### config.mk
export PLATFORM = sky130hd
export DESIGN_NAME = hsv_region_mean_match_flat
export DESIGN_NICKNAME = d
export VERILOG_FILES = /design/src/rtl/hrm_pkg.sv /design/src/rtl/hrm_if.sv /design/src/rtl/hsv_region_mean_match.sv /design/src/rtl/hrm_lane.sv /design/src/rtl/hrm_merge.sv /design/src/flat_wrapper.sv
export SDC_FILE = /design/constraint.sdc
export NUM_CORES = 1
export LEC_CHECK = 0
export ABC_AREA = 1
export BUFFER_PORTS_ARGS = -buffer_cell sky130_fd_sc_hd__buf_2
export CORE_AREA = 4 4 162 243
export CTS_BUF_LIST = sky130_fd_sc_hd__clkbuf_4 sky130_fd_sc_hd__clkbuf_8 sky130_fd_sc_hd__clkbuf_16
export CTS_CLUSTER_DIAMETER = 50
export CTS_CLUSTER_SIZE = 10
export DETAILED_ROUTE_END_ITERATION = 16
export DIE_AREA = 0 0 166 247
export GPL_TIMING_DRIVEN = 0
export HOLD_SLACK_MARGIN = 0.12
export PLACE_DENSITY = 0.71
export SYNTH_ARGS = -nofsm -noshare
export SYNTH_HDL_FRONTEND = slang
export SYNTH_SLANG_ARGS = --single-unit
### constraint.sdc
create_clock -name clock -period 4.1 [get_ports clock]
set_clock_uncertainty 0.2 [all_clocks]
set_input_delay 0.82 -clock clock [delete_from_list [all_inputs] [get_ports clock]]
set_output_delay 0.82 -clock clock [all_outputs]
set_load 0.02 [all_outputs]
### src/rtl/hrm_pkg.sv
package hrm_pkg;

   localparam int unsigned CH_W    = 8;
   localparam int unsigned SUM_W   = 24;
   localparam int unsigned CNT_W   = 17;
   localparam int unsigned MODE_W  = 2;
   localparam int unsigned CSR_W   = 2;
   localparam int unsigned LANES   = 3;
   localparam int unsigned QUOT_W  = 8;
   // one saturation check plus one step per quotient bit
   localparam int unsigned STEPS   = QUOT_W + 1;
   localparam int unsigned STEP_W  = $clog2(STEPS);

   localparam logic [MODE_W-1:0] MODE_ACCUM   = 2'd0;
   localparam logic [MODE_W-1:0] MODE_FINISH  = 2'd1;
   localparam logic [MODE_W-1:0] MODE_COMPARE = 2'd2;

   localparam logic [CSR_W-1:0] CSR_TOL_HUE = 2'd0;
   localparam logic [CSR_W-1:0] CSR_TOL_SAT = 2'd1;
   localparam logic [CSR_W-1:0] CSR_TOL_VAL = 2'd2;

   localparam logic [CH_W-1:0] CH_MAX = {CH_W{1'b1}};

   typedef struct packed {
      logic accum;
      logic load;
      logic step;
      logic sat_chk;
      logic commit;
   } lane_ctrl_type;

   typedef struct packed {
      logic load;
      logic cmp;
      logic status;
   } rsp_ctrl_type;

endpackage

### src/rtl/hrm_if.sv
interface hrm_req_if;
   import hrm_pkg::*;

   logic              valid;
   logic              ready;
   logic [MODE_W-1:0] mode;
   logic [CH_W-1:0]   pix_hue;
   logic [CH_W-1:0]   pix_sat;
   logic [CH_W-1:0]   pix_val;
   logic [CNT_W-1:0]  pixel_count;

   modport source (output valid, mode, pix_hue, pix_sat, pix_val, pixel_count, input ready);
   modport sink   (input valid, mode, pix_hue, pix_sat, pix_val, pixel_count, output ready);
endinterface

interface hrm_rsp_if;
   import hrm_pkg::*;

   logic            valid;
   logic            ready;
   logic            match;
   logic [CH_W-1:0] mean_hue;
   logic [CH_W-1:0] mean_sat;
   logic [CH_W-1:0] mean_val;
   logic            status;

   modport source (output valid, match, mean_hue, mean_sat, mean_val, status, input ready);
   modport sink   (input valid, match, mean_hue, mean_sat, mean_val, status, output ready);
endinterface

### src/rtl/hsv_region_mean_match.sv
// Accumulate, compare, zero-count finish and unused-mode beats give their result in the cycle
//   after acceptance; a finish beat with a nonzero count gives it after ST_DIV and ST_COMMIT.
// Throughput: one beat per cycle while the output register is not stalled, except a finish
//   beat with a nonzero count: the input is held for the shared 9-step restoring divide
//   sequence (one compare-subtract per lane per cycle, three lanes in parallel), then ST_COMMIT.
// Reset clears the channel sums, the reference color, the tolerances and the output valid flag.
module hsv_region_mean_match #(
   parameter int unsigned MAX_PIXELS = 65536
) (
   input  logic                      clock,
   input  logic                      reset,
   hrm_req_if.sink                   req_bus,
   hrm_rsp_if.source                 rsp_bus,
   input  logic                      csr_we,
   input  logic [hrm_pkg::CSR_W-1:0] csr_index,
   input  logic [hrm_pkg::CH_W-1:0]  csr_wdata
);
   import hrm_pkg::*;

   localparam int unsigned DIV_FULL = $clog2(MAX_PIXELS + 1);
   localparam int unsigned DIV_W    = (DIV_FULL > CNT_W) ? CNT_W : DIV_FULL;
   localparam int unsigned CMP_W    = (DIV_W + QUOT_W > SUM_W) ? DIV_W + QUOT_W : SUM_W;
   localparam logic [31:0] MAX_CNT  = 32'(MAX_PIXELS);

   typedef enum logic [2:0] {
      ST_IDLE   = 3'b001,
      ST_DIV    = 3'b010,
      ST_COMMIT = 3'b100
   } state_type;

   state_type         state_ff, state_in;
   logic [STEP_W-1:0] step_ff, step_in;
   logic [CMP_W-1:0]  dsh_ff, dsh_in;
   logic [CH_W-1:0]   tol_ff [LANES];

   logic              accept, out_busy;
   logic              is_accum, is_finish, is_cmp, cnt_zero;
   logic [31:0]       cnt_wide;
   logic [DIV_W-1:0]  divisor;
   lane_ctrl_type     lane_ctrl;
   rsp_ctrl_type      rsp_ctrl;
   logic [CH_W-1:0]   pix  [LANES];
   logic [CH_W-1:0]   mean [LANES];
   logic [LANES-1:0]  win;

   assign req_bus.ready = (state_ff == ST_IDLE) && !out_busy;
   assign accept        = req_bus.valid && req_bus.ready;

   assign is_accum  = req_bus.mode == MODE_ACCUM;
   assign is_finish = req_bus.mode == MODE_FINISH;
   assign is_cmp    = req_bus.mode == MODE_COMPARE;
   assign cnt_zero  = req_bus.pixel_count == '0;

   assign cnt_wide = 32'(req_bus.pixel_count);
   assign divisor  = (cnt_wide > MAX_CNT) ? MAX_CNT[DIV_W-1:0] : cnt_wide[DIV_W-1:0];

   assign pix[0] = req_bus.pix_hue;
   assign pix[1] = req_bus.pix_sat;
   assign pix[2] = req_bus.pix_val;

   always_comb begin
      state_in  = state_ff;
      step_in   = step_ff;
      dsh_in    = dsh_ff;
      lane_ctrl = '0;
      rsp_ctrl  = '0;
      unique case (state_ff)
         ST_IDLE: begin
            if (accept) begin
               lane_ctrl.accum = is_accum;
               if (is_finish && !cnt_zero) begin
                  lane_ctrl.load = 1'b1;
                  dsh_in         = CMP_W'(divisor) << QUOT_W;
                  step_in        = '0;
                  state_in       = ST_DIV;
               end else begin
                  rsp_ctrl.load   = 1'b1;
                  rsp_ctrl.cmp    = is_cmp;
                  rsp_ctrl.status = is_finish;
               end
            end
         end
         ST_DIV: begin
            lane_ctrl.step    = 1'b1;
            lane_ctrl.sat_chk = step_ff == '0;
            // advance to the next lower quotient bit
            dsh_in  = dsh_ff >> 1;
            step_in = step_ff + 1'b1;
            if (step_ff == STEP_W'(STEPS - 1)) begin
               state_in = ST_COMMIT;
            end
         end
         ST_COMMIT: begin
            lane_ctrl.commit = 1'b1;
            rsp_ctrl.load    = 1'b1;
            state_in         = ST_IDLE;
         end
         default: begin
            state_in = ST_IDLE;
         end
      endcase
   end

   always_ff @(posedge clock) begin
      if (reset) begin
         state_ff <= ST_IDLE;
         step_ff  <= '0;
      end else begin
         state_ff <= state_in;
         step_ff  <= step_in;
      end
      dsh_ff <= dsh_in;
   end

   always_ff @(posedge clock) begin
      if (reset) begin
         for (int i = 0; i < LANES; i++) begin
            tol_ff[i] <= '0;
         end
      end else if (csr_we) begin
         unique case (csr_index)
            CSR_TOL_HUE: tol_ff[0] <= csr_wdata;
            CSR_TOL_SAT: tol_ff[1] <= csr_wdata;
            CSR_TOL_VAL: tol_ff[2] <= csr_wdata;
            default: ;
         endcase
      end
   end

   for (genvar g = 0; g < LANES; g++) begin : g_lane
      hrm_lane #(
         .CMP_W (CMP_W)
      ) u_lane (
         .clock  (clock),
         .reset  (reset),
         .ctrl   (lane_ctrl),
         .pix    (pix[g]),
         .tol    (tol_ff[g]),
         .dsh    (dsh_ff),
         .mean   (mean[g]),
         .in_win (win[g])
      );
   end

   hrm_merge u_merge (
      .clock    (clock),
      .reset    (reset),
      .ctrl     (rsp_ctrl),
      .win      (win),
      .mean_hue (mean[0]),
      .mean_sat (mean[1]),
      .mean_val (mean[2]),
      .busy     (out_busy),
      .rsp      (rsp_bus)
   );

   // the output register is empty for the whole divide
   a_div_out_empty: assert property (@(posedge clock) disable iff (reset)
      (state_ff != ST_IDLE) |-> !rsp_bus.valid)
      else $error("result pending during divide");

   a_finish_starts_div: assert property (@(posedge clock) disable iff (reset)
      (accept && is_finish && !cnt_zero) |=> (state_ff == ST_DIV) && (step_ff == '0))
      else $error("finish beat did not start divide");

   a_commit_loads: assert property (@(posedge clock) disable iff (reset)
      (state_ff == ST_COMMIT) |=> rsp_bus.valid && (state_ff == ST_IDLE))
      else $error("commit did not produce a result");

   a_one_ctrl: assert property (@(posedge clock) disable iff (reset)
      $onehot0({lane_ctrl.load, lane_ctrl.step, lane_ctrl.commit}))
      else $error("conflicting lane controls");

endmodule

### src/rtl/hrm_lane.sv
module hrm_lane #(
   parameter int unsigned CMP_W = 25
) (
   input  logic                        clock,
   input  logic                        reset,
   input  hrm_pkg::lane_ctrl_type      ctrl,
   input  logic [hrm_pkg::CH_W-1:0]    pix,
   input  logic [hrm_pkg::CH_W-1:0]    tol,
   input  logic [CMP_W-1:0]            dsh,
   output logic [hrm_pkg::CH_W-1:0]    mean,
   output logic                        in_win
);
   import hrm_pkg::*;

   logic [SUM_W-1:0]  sum_ff, sum_in;
   logic [SUM_W-1:0]  rem_ff, rem_in;
   logic [QUOT_W-1:0] quot_ff, quot_in;
   logic              sat_ff, sat_in;
   logic [CH_W-1:0]   ref_ff, ref_in;

   logic [SUM_W:0]    sum_wide;
   logic [CMP_W-1:0]  rem_ext, rem_sub;
   logic              ge;
   logic [CH_W-1:0]   quot_mean;
   logic signed [CH_W+1:0] p_s, r_s, h_s;

   assign sum_wide  = {1'b0, sum_ff} + (SUM_W+1)'(pix);
   assign rem_ext   = CMP_W'(rem_ff);
   assign ge        = rem_ext >= dsh;
   assign rem_sub   = rem_ext - dsh;
   assign quot_mean = sat_ff ? CH_MAX : CH_W'(quot_ff);
   assign mean      = ctrl.commit ? quot_mean : ref_ff;

   // window test at full precision, signed, no wrap
   assign p_s    = $signed({2'b00, pix});
   assign r_s    = $signed({2'b00, ref_ff});
   assign h_s    = $signed({3'b000, tol[CH_W-1:1]});
   assign in_win = (p_s <= r_s + h_s) && (p_s >= r_s - h_s);

   always_comb begin
      sum_in  = sum_ff;
      rem_in  = rem_ff;
      quot_in = quot_ff;
      sat_in  = sat_ff;
      ref_in  = ref_ff;
      if (ctrl.accum) begin
         sum_in = sum_wide[SUM_W] ? {SUM_W{1'b1}} : sum_wide[SUM_W-1:0];
      end
      if (ctrl.load) begin
         rem_in  = sum_ff;
         quot_in = '0;
         sat_in  = 1'b0;
      end
      if (ctrl.step) begin
         if (ctrl.sat_chk) begin
            sat_in = ge;
         end else begin
            quot_in = {quot_ff[QUOT_W-2:0], ge};
            if (ge) begin
               rem_in = rem_sub[SUM_W-1:0];
            end
         end
      end
      if (ctrl.commit) begin
         ref_in = quot_mean;
         sum_in = '0;
      end
   end

   always_ff @(posedge clock) begin
      if (reset) begin
         sum_ff <= '0;
         ref_ff <= '0;
         sat_ff <= 1'b0;
      end else begin
         sum_ff <= sum_in;
         ref_ff <= ref_in;
         sat_ff <= sat_in;
      end
      rem_ff  <= rem_in;
      quot_ff <= quot_in;
   end

endmodule

### src/rtl/hrm_merge.sv
module hrm_merge (
   input  logic                      clock,
   input  logic                      reset,
   input  hrm_pkg::rsp_ctrl_type     ctrl,
   input  logic [hrm_pkg::LANES-1:0] win,
   input  logic [hrm_pkg::CH_W-1:0]  mean_hue,
   input  logic [hrm_pkg::CH_W-1:0]  mean_sat,
   input  logic [hrm_pkg::CH_W-1:0]  mean_val,
   output logic                      busy,
   hrm_rsp_if.source                 rsp
);
   import hrm_pkg::*;

   logic            valid_ff, valid_in;
   logic            match_ff, match_in;
   logic            status_ff, status_in;
   logic [CH_W-1:0] hue_ff, hue_in;
   logic [CH_W-1:0] sat_ff, sat_in;
   logic [CH_W-1:0] val_ff, val_in;

   assign busy = valid_ff && !rsp.ready;

   always_comb begin
      valid_in  = valid_ff && !rsp.ready;
      match_in  = match_ff;
      status_in = status_ff;
      hue_in    = hue_ff;
      sat_in    = sat_ff;
      val_in    = val_ff;
      if (ctrl.load) begin
         valid_in  = 1'b1;
         match_in  = ctrl.cmp && (&win);
         status_in = ctrl.status;
         hue_in    = mean_hue;
         sat_in    = mean_sat;
         val_in    = mean_val;
      end
   end

   always_ff @(posedge clock) begin
      if (reset) begin
         valid_ff <= 1'b0;
      end else begin
         valid_ff <= valid_in;
      end
      match_ff  <= match_in;
      status_ff <= status_in;
      hue_ff    <= hue_in;
      sat_ff    <= sat_in;
      val_ff    <= val_in;
   end

   assign rsp.valid    = valid_ff;
   assign rsp.match    = match_ff;
   assign rsp.status   = status_ff;
   assign rsp.mean_hue = hue_ff;
   assign rsp.mean_sat = sat_ff;
   assign rsp.mean_val = val_ff;

endmodule

### src/flat_wrapper.sv
// flat-port wrapper written by rule: the top's interface ports become plain ports
module hsv_region_mean_match_flat import hrm_pkg::*;
#(
   parameter int unsigned MAX_PIXELS = 65536
)
  (clock, reset, csr_we, csr_index, csr_wdata, req_bus_valid, req_bus_mode, req_bus_pix_hue, req_bus_pix_sat, req_bus_pix_val, req_bus_pixel_count, req_bus_ready, rsp_bus_valid, rsp_bus_match, rsp_bus_mean_hue, rsp_bus_mean_sat, rsp_bus_mean_val, rsp_bus_status, rsp_bus_ready);
  hrm_req_if req_bus_i ();
  hrm_rsp_if rsp_bus_i ();
  input  logic clock;
  input  logic reset;
  input  logic csr_we;
  input  logic [hrm_pkg::CSR_W-1:0] csr_index;
  input  logic [hrm_pkg::CH_W-1:0] csr_wdata;
  input wire logic [$bits(req_bus_i.valid)-1:0] req_bus_valid;
  input wire logic [$bits(req_bus_i.mode)-1:0] req_bus_mode;
  input wire logic [$bits(req_bus_i.pix_hue)-1:0] req_bus_pix_hue;
  input wire logic [$bits(req_bus_i.pix_sat)-1:0] req_bus_pix_sat;
  input wire logic [$bits(req_bus_i.pix_val)-1:0] req_bus_pix_val;
  input wire logic [$bits(req_bus_i.pixel_count)-1:0] req_bus_pixel_count;
  output wire logic [$bits(req_bus_i.ready)-1:0] req_bus_ready;
  output wire logic [$bits(rsp_bus_i.valid)-1:0] rsp_bus_valid;
  output wire logic [$bits(rsp_bus_i.match)-1:0] rsp_bus_match;
  output wire logic [$bits(rsp_bus_i.mean_hue)-1:0] rsp_bus_mean_hue;
  output wire logic [$bits(rsp_bus_i.mean_sat)-1:0] rsp_bus_mean_sat;
  output wire logic [$bits(rsp_bus_i.mean_val)-1:0] rsp_bus_mean_val;
  output wire logic [$bits(rsp_bus_i.status)-1:0] rsp_bus_status;
  input wire logic [$bits(rsp_bus_i.ready)-1:0] rsp_bus_ready;
  assign req_bus_i.valid = req_bus_valid;
  assign req_bus_i.mode = req_bus_mode;
  assign req_bus_i.pix_hue = req_bus_pix_hue;
  assign req_bus_i.pix_sat = req_bus_pix_sat;
  assign req_bus_i.pix_val = req_bus_pix_val;
  assign req_bus_i.pixel_count = req_bus_pixel_count;
  assign req_bus_ready = req_bus_i.ready;
  assign rsp_bus_valid = rsp_bus_i.valid;
  assign rsp_bus_match = rsp_bus_i.match;
  assign rsp_bus_mean_hue = rsp_bus_i.mean_hue;
  assign rsp_bus_mean_sat = rsp_bus_i.mean_sat;
  assign rsp_bus_mean_val = rsp_bus_i.mean_val;
  assign rsp_bus_status = rsp_bus_i.status;
  assign rsp_bus_i.ready = rsp_bus_ready;
  hsv_region_mean_match #(.MAX_PIXELS(MAX_PIXELS)) u_core (.clock(clock), .reset(reset), .req_bus(req_bus_i), .rsp_bus(rsp_bus_i), .csr_we(csr_we), .csr_index(csr_index), .csr_wdata(csr_wdata));
endmodule
# Word level (Yosys, flattened, before mapping)

Memories as Yosys holds them, arrays and structs flattened.
Cells that the tools add are included.

Output and inout port bits: 28
Logic and storage cells: 162
Register bits after elaboration: 254
Memories kept: 1
Bits in writable memories: 24

Reduce and logical (&&, ||, !) cells: 21
Multiplexer cells: 77
Equal/unequal tests: 11
$lt $le $gt $ge: 10
Bitwise operators: 5
Add/subtract/negate cells: 13

Memory list:

| name          | depth | width | read ports | clocked after Yosys merged registers in | write ports | line                        | text |
|---|---|---|---|---|---|---|---|
| u_core.tol_ff | 3     | 8     | 3          | 0                                       | 3           | hsv_region_mean_match.sv:34 | `logic [CH_W-1:0] tol_ff [LANES];` |

Operator list:

| kind                   | number |
|---|---|
| $mux W24               | 15 |
| $mux W8                | 18 |
| $add A24 B8 Y25        | 3 |
| $ge A24 B25 Y1         | 3 |
| $sub A24 B24 Y24       | 3 |
| $mux W25               | 2 |
| $pmux W25 S2           | 1 |
| $add A8 B7 Y9          | 3 |
| $ge A9 B9 Y1           | 3 |
| $le A8 B9 Y1           | 3 |
| $sub A8 B7 Y9          | 3 |
| $mux W1                | 26 |
| $gt A17 B17 Y1 const B | 1 |
| $logic_not A17 Y1      | 1 |
| $mux W17               | 1 |
| $mux W3                | 5 |
| $reduce_and A3 Y1      | 3 |
| $logic_and A1 B1 Y1    | 8 |
| $mux W2                | 4 |
| $mux W4                | 2 |
| $pmux W4 S2            | 1 |
| $pmux W3 S2            | 1 |
| $add A4 B1 Y4 const B  | 1 |
| $eq A2 B1 Y1 const B   | 2 |
| 16 further kinds       | 24 |

# Depth between registers and ports, before layout

Gate-level depths: netlist of run 1.

Depth after elaboration: 11
Depth in mapped cells: 20
Mapped depth without buffers: 19

# Cells and area by module

Synthesis of run 1 repeated with hierarchy kept, for this count alone.

Cell total of the unflattened synthesis: 3312
Area, all modules: 21903.5 um^2

Modules (own cells, without submodules):

| module                             | area each (um^2) | sequential area each (um^2) | instances | cells each |
|---|---|---|---|---|
| hrm_lane (u_core.g_lane[1].u_lane) | 6184.7           | 1301.2                      | 1         | 1023 |
| hrm_lane (u_core.g_lane[2].u_lane) | 6172.2           | 1301.2                      | 1         | 1019 |
| hrm_lane (u_core.g_lane[0].u_lane) | 6162.2           | 1301.2                      | 1         | 1009 |
| hsv_region_mean_match              | 2546.2           | 1611.5                      | 1         | 226 |
| hrm_merge                          | 838.3            | 800.8                       | 1         | 35 |

# Worst setup path after synthesis of run 1

No wires, ideal clock.

Kind: register to register
Start point: memory u_core.tol_ff[2][3] (netlist: u_core.tol_ff[0][19])
End point: register u_core.u_merge.match_ff (netlist: u_core.u_merge.rsp.match), data pin
Library setup time: 0.251 ns
Arrival: 2.425 ns
Path buffers: 1
Slack: 1.224 ns
Cell stages (with the launch flop): 17
Data required time: 3.649 ns
Cells stage by stage: edfxtp_1 -> inv_1 -> ha_1 -> clkbuf_1 -> nand2_1 -> o21ai_0 -> a21oi_1 -> o21ai_0 -> xor2_1 -> ha_1 -> nand2_1 -> inv_1 -> a31o_2 -> a21oi_1 -> nand2_1 -> nand4_1 -> nor2_1

RTL lines:

| element              | line                        | text |
|---|---|---|
| start, declared      | hsv_region_mean_match.sv:34 |  |
| end signal, assigned | hrm_merge.sv:46             | `match_ff <= match_in;` |
| end, declared        | hrm_merge.sv:15             | `logic match_ff, match_in;` |

==> flow_metrics.tcl, run 1 <==
set metrics [dict create \
    cts_inserted_buffers 37 \
    cts-root-buf "sky130_fd_sc_hd__clkbuf_16" \
    synth_nets 3595 \
    fraction_of_synthesized_cell_area_taken_by_the_top_area_cell_type_pct 20.3 \
    category_of_the_worst_setup_path_launch_point "flop" \
    dr.pass1.iters 6 \
    postLayoutSetupSlackWorst_ns 0.583 \
    crit_path_end_kind "flop" \
    area_growth_pct 10.5 \
    timing.setup.critical_path_class "flop to flop" \
    critPathRequiredTime_ns 4.18 \
    grt.overflow.total 0 \
    fmax_ghz 0.284 \
    floorplan.core_area_um2 37300 \
    drive_above_1_share_pct 6.32 \
    num_rows 87 \
    critical_path.top_delay_family "compound AO/OA/AOI/OAI gates" \
    most_used_cell_cp "sky130_fd_sc_hd__nand2_1" \
    drt-total-wl_um 68900 \
    clk-insertion-delay-late_ns 0.53 \
    critical_path.slowest_cell "sky130_fd_sc_hd__o21ai_0" \
    synth_fa_ha_area_share_pct 12.1 \
    mapped_cell_area_um2 21400 \
    cts-hold-fix-buffers 0 \
    seq_area_frac_synth_pct 29.1 \
    post_synthesis_sequential_element_count 275 \
    synthXorXnorAreaFrac_pct 3.68 \
    clock_transition_time_at_the_flip_flop_clock_pins_of_the_worst_setup_and_hold_paths_ns 0.06 \
    synth_compound_gate_area_share_pct 10.4 \
    post_drt_wl_per_cell_um 17.4 \
    pre_cts_ws_ns 0.577 \
    ys_async_sr_fraction_pct 0 \
    clock_tree.htree_level_count 2 \
    worst_slew_pin_slew_ns 1.29 \
    clock_tree_from_tritoncts "done" \
    initial_antenna_violation_count 0 \
    grt_max_degree 28 \
    timing.critical_path.cells "inv_1 > ha_1 > clkbuf_1 > nand2_1 > o21ai_0 > a21oi_1 > o21ai_0 > xor2_1 > ha_1 > nand2_1 > inv_1 > a31o_2 > a21oi_1 > nand2_1 > nand4_1 > nor2_1" \
    max-slew-margin-rel_pct 13.8 \
    drt_iter0_drc 1435 \
    dieArea_um2 41000 \
    dominant_cell_by_count_in_the_synthesized_netlist "sky130_fd_sc_hd__nand2_1" \
    cell_type_with_the_largest_total_area_after_synthesis "sky130_fd_sc_hd__nand2_1" \
    globalplace.congestion 1.02 \
    timing.final.max_slew_violations 0 \
    static-leakage-power_nw 12.3 \
    yosys-mux-area-fraction_pct 0 \
    first_global_vias 20800 \
    nNetsFinal 3717 \
    crit_buf_inv 3 \
    maxCapViolCount 0 \
    vias 21800 \
    postSynthAreaPerCell_um2 6.42 \
    worst_ir_drop_vdd_v 0.000410 \
    via_per_inst 5.49 \
    antenna_violating_nets_post_route 0 \
    combinational_family_with_the_most_area_after_synthesis "simple AND/OR/NAND/NOR gates" \
    netlist_top_cells_area "sky130_fd_sc_hd__nand2_1 (20%), sky130_fd_sc_hd__dfxtp_1 (19%), sky130_fd_sc_hd__ha_1 (11%), sky130_fd_sc_hd__edfxtp_1 (10%), sky130_fd_sc_hd__inv_1 (8.8%)" \
    worst_ep_arrival_time_ns 3.60 \
    final.setup.tns_ns 0 \
    placement.io_buffers 83 \
    initial_utilization_pct 57.4 \
    synth_edf_count 72 \
    synth_simple_gate_area_share_pct 34.1 \
    post_cts_resized 0 \
    post_synth_inst_count 3337 \
    critPathMaxStageDelay_ns 0.41 \
    grt_pass1_wl_um 107000 \
    worstPathMaxFanout 7 \
    synthFlopType "sky130_fd_sc_hd__dfxtp_1" \
    ys.warnings.count 0 \
    postCtsSetupBuffers 0 \
    clock_tree.buffer_depth 3 \
    rsz_0062_raised_after_global_routing "false" \
    floorplan.io_pins 86 \
    drc_errors 0 \
    antennaDiodeCount 0 \
    period_utilisation_layout_pct 85.8 \
    kind_of_path_behind_the_tightest_hold_check "flop to flop" \
    clock_sinks 275 \
    yosys.cell_types.count 48 \
    fp.dieH_um 247 \
    final_hold_viol_count 0 \
    die-width_um 166 \
    synth_top_cells_by_count "sky130_fd_sc_hd__nand2_1 (1157), sky130_fd_sc_hd__inv_1 (501), sky130_fd_sc_hd__nand3_1 (239), sky130_fd_sc_hd__nor2_1 (233), sky130_fd_sc_hd__dfxtp_1 (203)" \
    fin_hold_ws_ns 0.275 \
    outcome "completed" \
    dp_hpwl_um 56300 \
    finalSetupViolCount 0 \
    grt.total_usage_pct 32.6 \
    cellPowerDensity_nw_per_um2 337 \
    timing.final.crit_period_ns 3.52 \
]
cells by family after synthesis:
kind of cell / Yosys count
buffers and inverters: 585
XOR/XNOR: 90
AND/OR/NAND/NOR: 1770
flip-flops: 275
adder cells (fa/ha/maj): 200
AO/OA/AOI/OAI: 417
tightest hold or removal path, cell delays in order (launching register included):
cell                      delay [ns]
sky130_fd_sc_hd__dfxtp_1        0.33
sky130_fd_sc_hd__nand2_1        0.07
sky130_fd_sc_hd__nand2_1        0.04
metal layers:
metal | GRT usage (%) | share of wire, %
met1 | 36.7 | 39
met4 | 22.9 | 8.4
met2 | 57.4 | 47
met5 | 0 | 0
met3 | 3.58 | 5.7
power breakdown:
group	total (mW)	switching (mW)	internal (mW)
logic	1.75	1.19	0.565
clock network	3.21	1.22	1.99
registers	3.01	0.0897	2.92
sequential cells by signal, summed over array words and instances, names as in the netlist, 8 cells and up:
signal	cells
u_core.dsh_ff	25
u_core.g_lane.u_lane.quot_ff	24
u_core.g_lane.u_lane.ref_ff	24
u_core.g_lane.u_lane.rem_ff	72
u_core.g_lane.u_lane.sum_ff	72
u_core.tol_ff	21
u_core.u_merge.rsp.mean_hue	8
u_core.u_merge.rsp.mean_sat	8
u_core.u_merge.rsp.mean_val	8
worst paths after layout:
path / start / endpoint / slack (ns) / cells past startpoint
worst max register to register: u_core.tol_ff[0][19] / u_core.u_merge.rsp.match / 0.58 / 16
worst min-delay path: u_core.g_lane[0].u_lane.quot_ff[3] / u_core.g_lane[0].u_lane.quot_ff[4] / 0.27 / 2
worst min register to register: u_core.g_lane[0].u_lane.quot_ff[3] / u_core.g_lane[0].u_lane.quot_ff[4] / 0.27 / 2
worst max-delay path: u_core.tol_ff[0][19] / u_core.u_merge.rsp.match / 0.58 / 16
per-stage QoR:
stage	power (mW)	util, %	instances	area (um^2)
floorplan	4.25	-	3337	21400
global placement	4.74	60.1	3909	22500
detailed placement	4.77	60.1	3909	22500
CTS	7.98	63.4	3972	23700
global route	8.32	63.4	3972	23700
finish	7.97	63.4	3972	23700
layout make-up:
class                      instances  area [um^2]
tap                              489          612
timing repair buffer              83          415
inverter                         512         1920
sequential                       275         6230
fill                            3541        13700
clock inverter                     7         73.8
multi-input combinational       2477        12900
buffer                            73          358
clock buffer                      56         1140
cell usage in the layout, fill, tap and decap left out, drive strengths merged, types with 2 or more instances in the layout:
cell and instances:
xnor2 36, nor2 244, dfxtp 203, ha 188
and2 2, nand3 246, o311ai 3, o31ai 6
a31oi 9, xor2 54, o21ai 189, o21bai 15
fa 12, nand4 67, a22oi 2, a21oi 176
nor4 6, o221ai 4, and3 2, clkinv 7
a211oi 2, nand3b 7, a21boi 2, nand2 1162
nor3 27, buf 118, a221oi 3, inv 511
o211ai 4, clkbuf 94, or2 6, edfxtp 72
(Power assumes the default switching activity.)
==> run 2, diff against run 1 <==
--- a/config.mk
+++ b/config.mk
@@ -15,7 +15,9 @@
 export DIE_AREA = 0 0 166 247
 export GPL_TIMING_DRIVEN = 0
 export HOLD_SLACK_MARGIN = 0.12
+export MAX_ROUTING_LAYER = met4
 export PLACE_DENSITY = 0.71
 export SYNTH_ARGS = -nofsm -noshare
 export SYNTH_HDL_FRONTEND = slang
 export SYNTH_SLANG_ARGS = --single-unit
+export TNS_END_PERCENT = 100
==> flow_metrics.tcl, run 2 (synthesis results as in run 1) <==
set metrics [dict create \
    critical_path.reg2reg.endpoint "u_core.u_merge.rsp.match" \
    outcome "completed" \
    critPathRequiredTime_ns 4.20 \
    drive_above_1_share_pct 6.37 \
    worst_ir_drop_vdd_v 0.000363 \
    clock_tree_from_tritoncts "done" \
    rsz_0062_raised_after_global_routing "false" \
    first_global_vias 20900 \
    vias 21800 \
    kind_of_path_behind_the_tightest_hold_check "flop to flop" \
    timing.final.crit_period_ns 3.51 \
    worst_slew_pin_slew_ns 1.33 \
    reg.largest.list "u_core.g_lane.u_lane.rem_ff: 72 flops, u_core.g_lane.u_lane.sum_ff: 72 flops, u_core.dsh_ff: 25 flops" \
    grt.overflow.total 0 \
    grt_max_degree 28 \
    drc_errors 0 \
    floorplan.io_pins 86 \
    clk-insertion-delay-late_ns 0.54 \
    crit_path_end_kind "flop" \
    multi_input_comb_area_um2 12900 \
    dieArea_um2 41000 \
    initial_utilization_pct 57.4 \
    cts-hold-fix-buffers 0 \
    worst_ep_arrival_time_ns 3.61 \
    maxCapViolCount 0 \
    timing.reg2reg.worst_path_depth 16 \
    cellPowerDensity_nw_per_um2 335 \
    drt_iter0_drc 1533 \
    via_per_inst 5.48 \
    hold_path.startpoint "u_core.g_lane[1].u_lane.quot_ff[4]" \
    postPlaceCellArea_um2 22500 \
    fmax_ghz 0.285 \
    timing.hold.worst_endpoint "u_core.g_lane[1].u_lane.quot_ff[5]" \
    dr.pass1.iters 7 \
    grt_pass1_wl_um 107000 \
    antennaDiodeCount 0 \
    final_util_pct 63.4 \
    die-width_um 166 \
    post_cts_resized 0 \
    cts_inserted_buffers 38 \
    postCtsSetupBuffers 0 \
    ff_to_ff_setup_slack_ns 0.59 \
    max-slew-margin-rel_pct 11.4 \
    nNetsFinal 3718 \
    cts-root-buf "sky130_fd_sc_hd__clkbuf_16" \
    hold-path-cell-count 2 \
    clock_tree.htree_level_count 2 \
    finalSetupViolCount 0 \
    post_drt_wl_per_cell_um 17.3 \
    fillers 3571 \
    final_hold_viol_count 0 \
    clock_sinks 275 \
    globalplace.congestion 1.02 \
    final.setup.tns_ns 0 \
    ff_latch_area_um2 6230 \
    area_growth_pct 10.4 \
    antenna_violating_nets_post_route 0 \
    category_of_the_worst_setup_path_launch_point "flop" \
    placement.io_buffers 83 \
    timing.setup.critical_path_class "flop to flop" \
    reg2reg_from "u_core.tol_ff[0][19]" \
    clock_transition_time_at_the_flip_flop_clock_pins_of_the_worst_setup_and_hold_paths_ns 0.06 \
    placed_cell_count 3909 \
    fp.dieH_um 247 \
    post_layout_nonfiller_instances 3976 \
    drt-total-wl_um 69000 \
    worstPathMaxFanout 7 \
    dp_hpwl_um 56400 \
    period_utilisation_layout_pct 85.7 \
    clock_tree.buffer_depth 3 \
    static-leakage-power_nw 12.3 \
    post_route_cell_area_um2 23700 \
    floorplan.core_area_um2 37300 \
    grt.total_usage_pct 33.5 \
    fin_hold_ws_ns 0.272 \
    timing.final.max_slew_violations 0 \
    num_rows 87 \
    final_cell_mix "sky130_fd_sc_hd__nand2_1 (1157), sky130_fd_sc_hd__inv_1 (501), sky130_fd_sc_hd__nand3_1 (239)" \
    most_common_cell_after_layout_fill_and_taps_aside "sky130_fd_sc_hd__nand2_1" \
    initial_antenna_violation_count 1 \
]
## run 2: changes by cell type in the layout (fill, tap and decap cells not counted)
cell                         delta
sky130_fd_sc_hd__clkbuf_4       -1
sky130_fd_sc_hd__clkinvlp_4     +1
sky130_fd_sc_hd__clkbuf_16      -1
sky130_fd_sc_hd__bufinv_16      -1
sky130_fd_sc_hd__clkinv_1       +2
sky130_fd_sc_hd__inv_4          -2
sky130_fd_sc_hd__clkinv_4       +1
sky130_fd_sc_hd__clkinv_8       +2
sky130_fd_sc_hd__clkinv_2       +3
## run 2: worst max path at each step
stage | start | to
after global placement | u_core.tol_ff[0][19] | u_core.u_merge.rsp.match
after CTS | u_core.tol_ff[0][19] | u_core.u_merge.rsp.match
after floorplan | u_core.tol_ff[0][19] | u_core.u_merge.rsp.match
final | u_core.tol_ff[0][19] | u_core.u_merge.rsp.match
after global routing | u_core.state_ff[2] | u_core.u_merge.rsp.mean_hue[5]
after detailed placement | u_core.tol_ff[0][19] | u_core.u_merge.rsp.match
## run 2: where the power goes
part	internal [mW]	switching (mW)	leakage, nW
Combinational	0.566	1.18	9.36
Clock	1.90	1.28	0.607
Sequential	2.92	0.0889	2.34
## run 2: metrics by stage
step	total power, mW	setup slack, ns
floorplan	4.25	1.22
global placement	4.74	0.618
detailed placement	4.77	0.593
CTS	7.94	0.593
global route	8.29	0.427
finish	7.93	0.588
## run 2: area by class of cell
type | instances | area share (%)
Tap cell | 489 | 2.59
Inverter | 512 | 8.13
Clock inverter | 13 | 0.433
Multi-Input combinational cell | 2477 | 54.6
Timing Repair Buffer | 83 | 1.76
Buffer | 73 | 1.51
Sequential cell | 275 | 26.3
Clock buffer | 54 | 4.68
## run 2: layer usage
metal / wire, um / GRT usage [%] / vias to the layer above
li1: - / - / 10900
met3: 3640 / 2.88 / 214
met2: 33800 / 59.1 / 719
met5: 0 / - / -
met1: 26900 / 37.4 / 9931
met4: 4580 / 18.7 / 0
## run 2: worst max-delay path, cell delays in order, from the launching register on
cell                       delay [ns]
sky130_fd_sc_hd__edfxtp_1        0.36
sky130_fd_sc_hd__inv_1           0.05
sky130_fd_sc_hd__ha_1            0.26
sky130_fd_sc_hd__clkbuf_1        0.26
sky130_fd_sc_hd__nand2_1         0.09
sky130_fd_sc_hd__o21ai_0         0.46
sky130_fd_sc_hd__a21oi_1         0.15
sky130_fd_sc_hd__o21ai_0         0.22
sky130_fd_sc_hd__xor2_1          0.19
sky130_fd_sc_hd__ha_1            0.25
sky130_fd_sc_hd__nand2_1         0.07
sky130_fd_sc_hd__inv_1           0.05
sky130_fd_sc_hd__a31o_2          0.22
sky130_fd_sc_hd__a21oi_1         0.11
sky130_fd_sc_hd__nand2_1         0.17
sky130_fd_sc_hd__nand4_1         0.12
sky130_fd_sc_hd__nor2_1          0.06
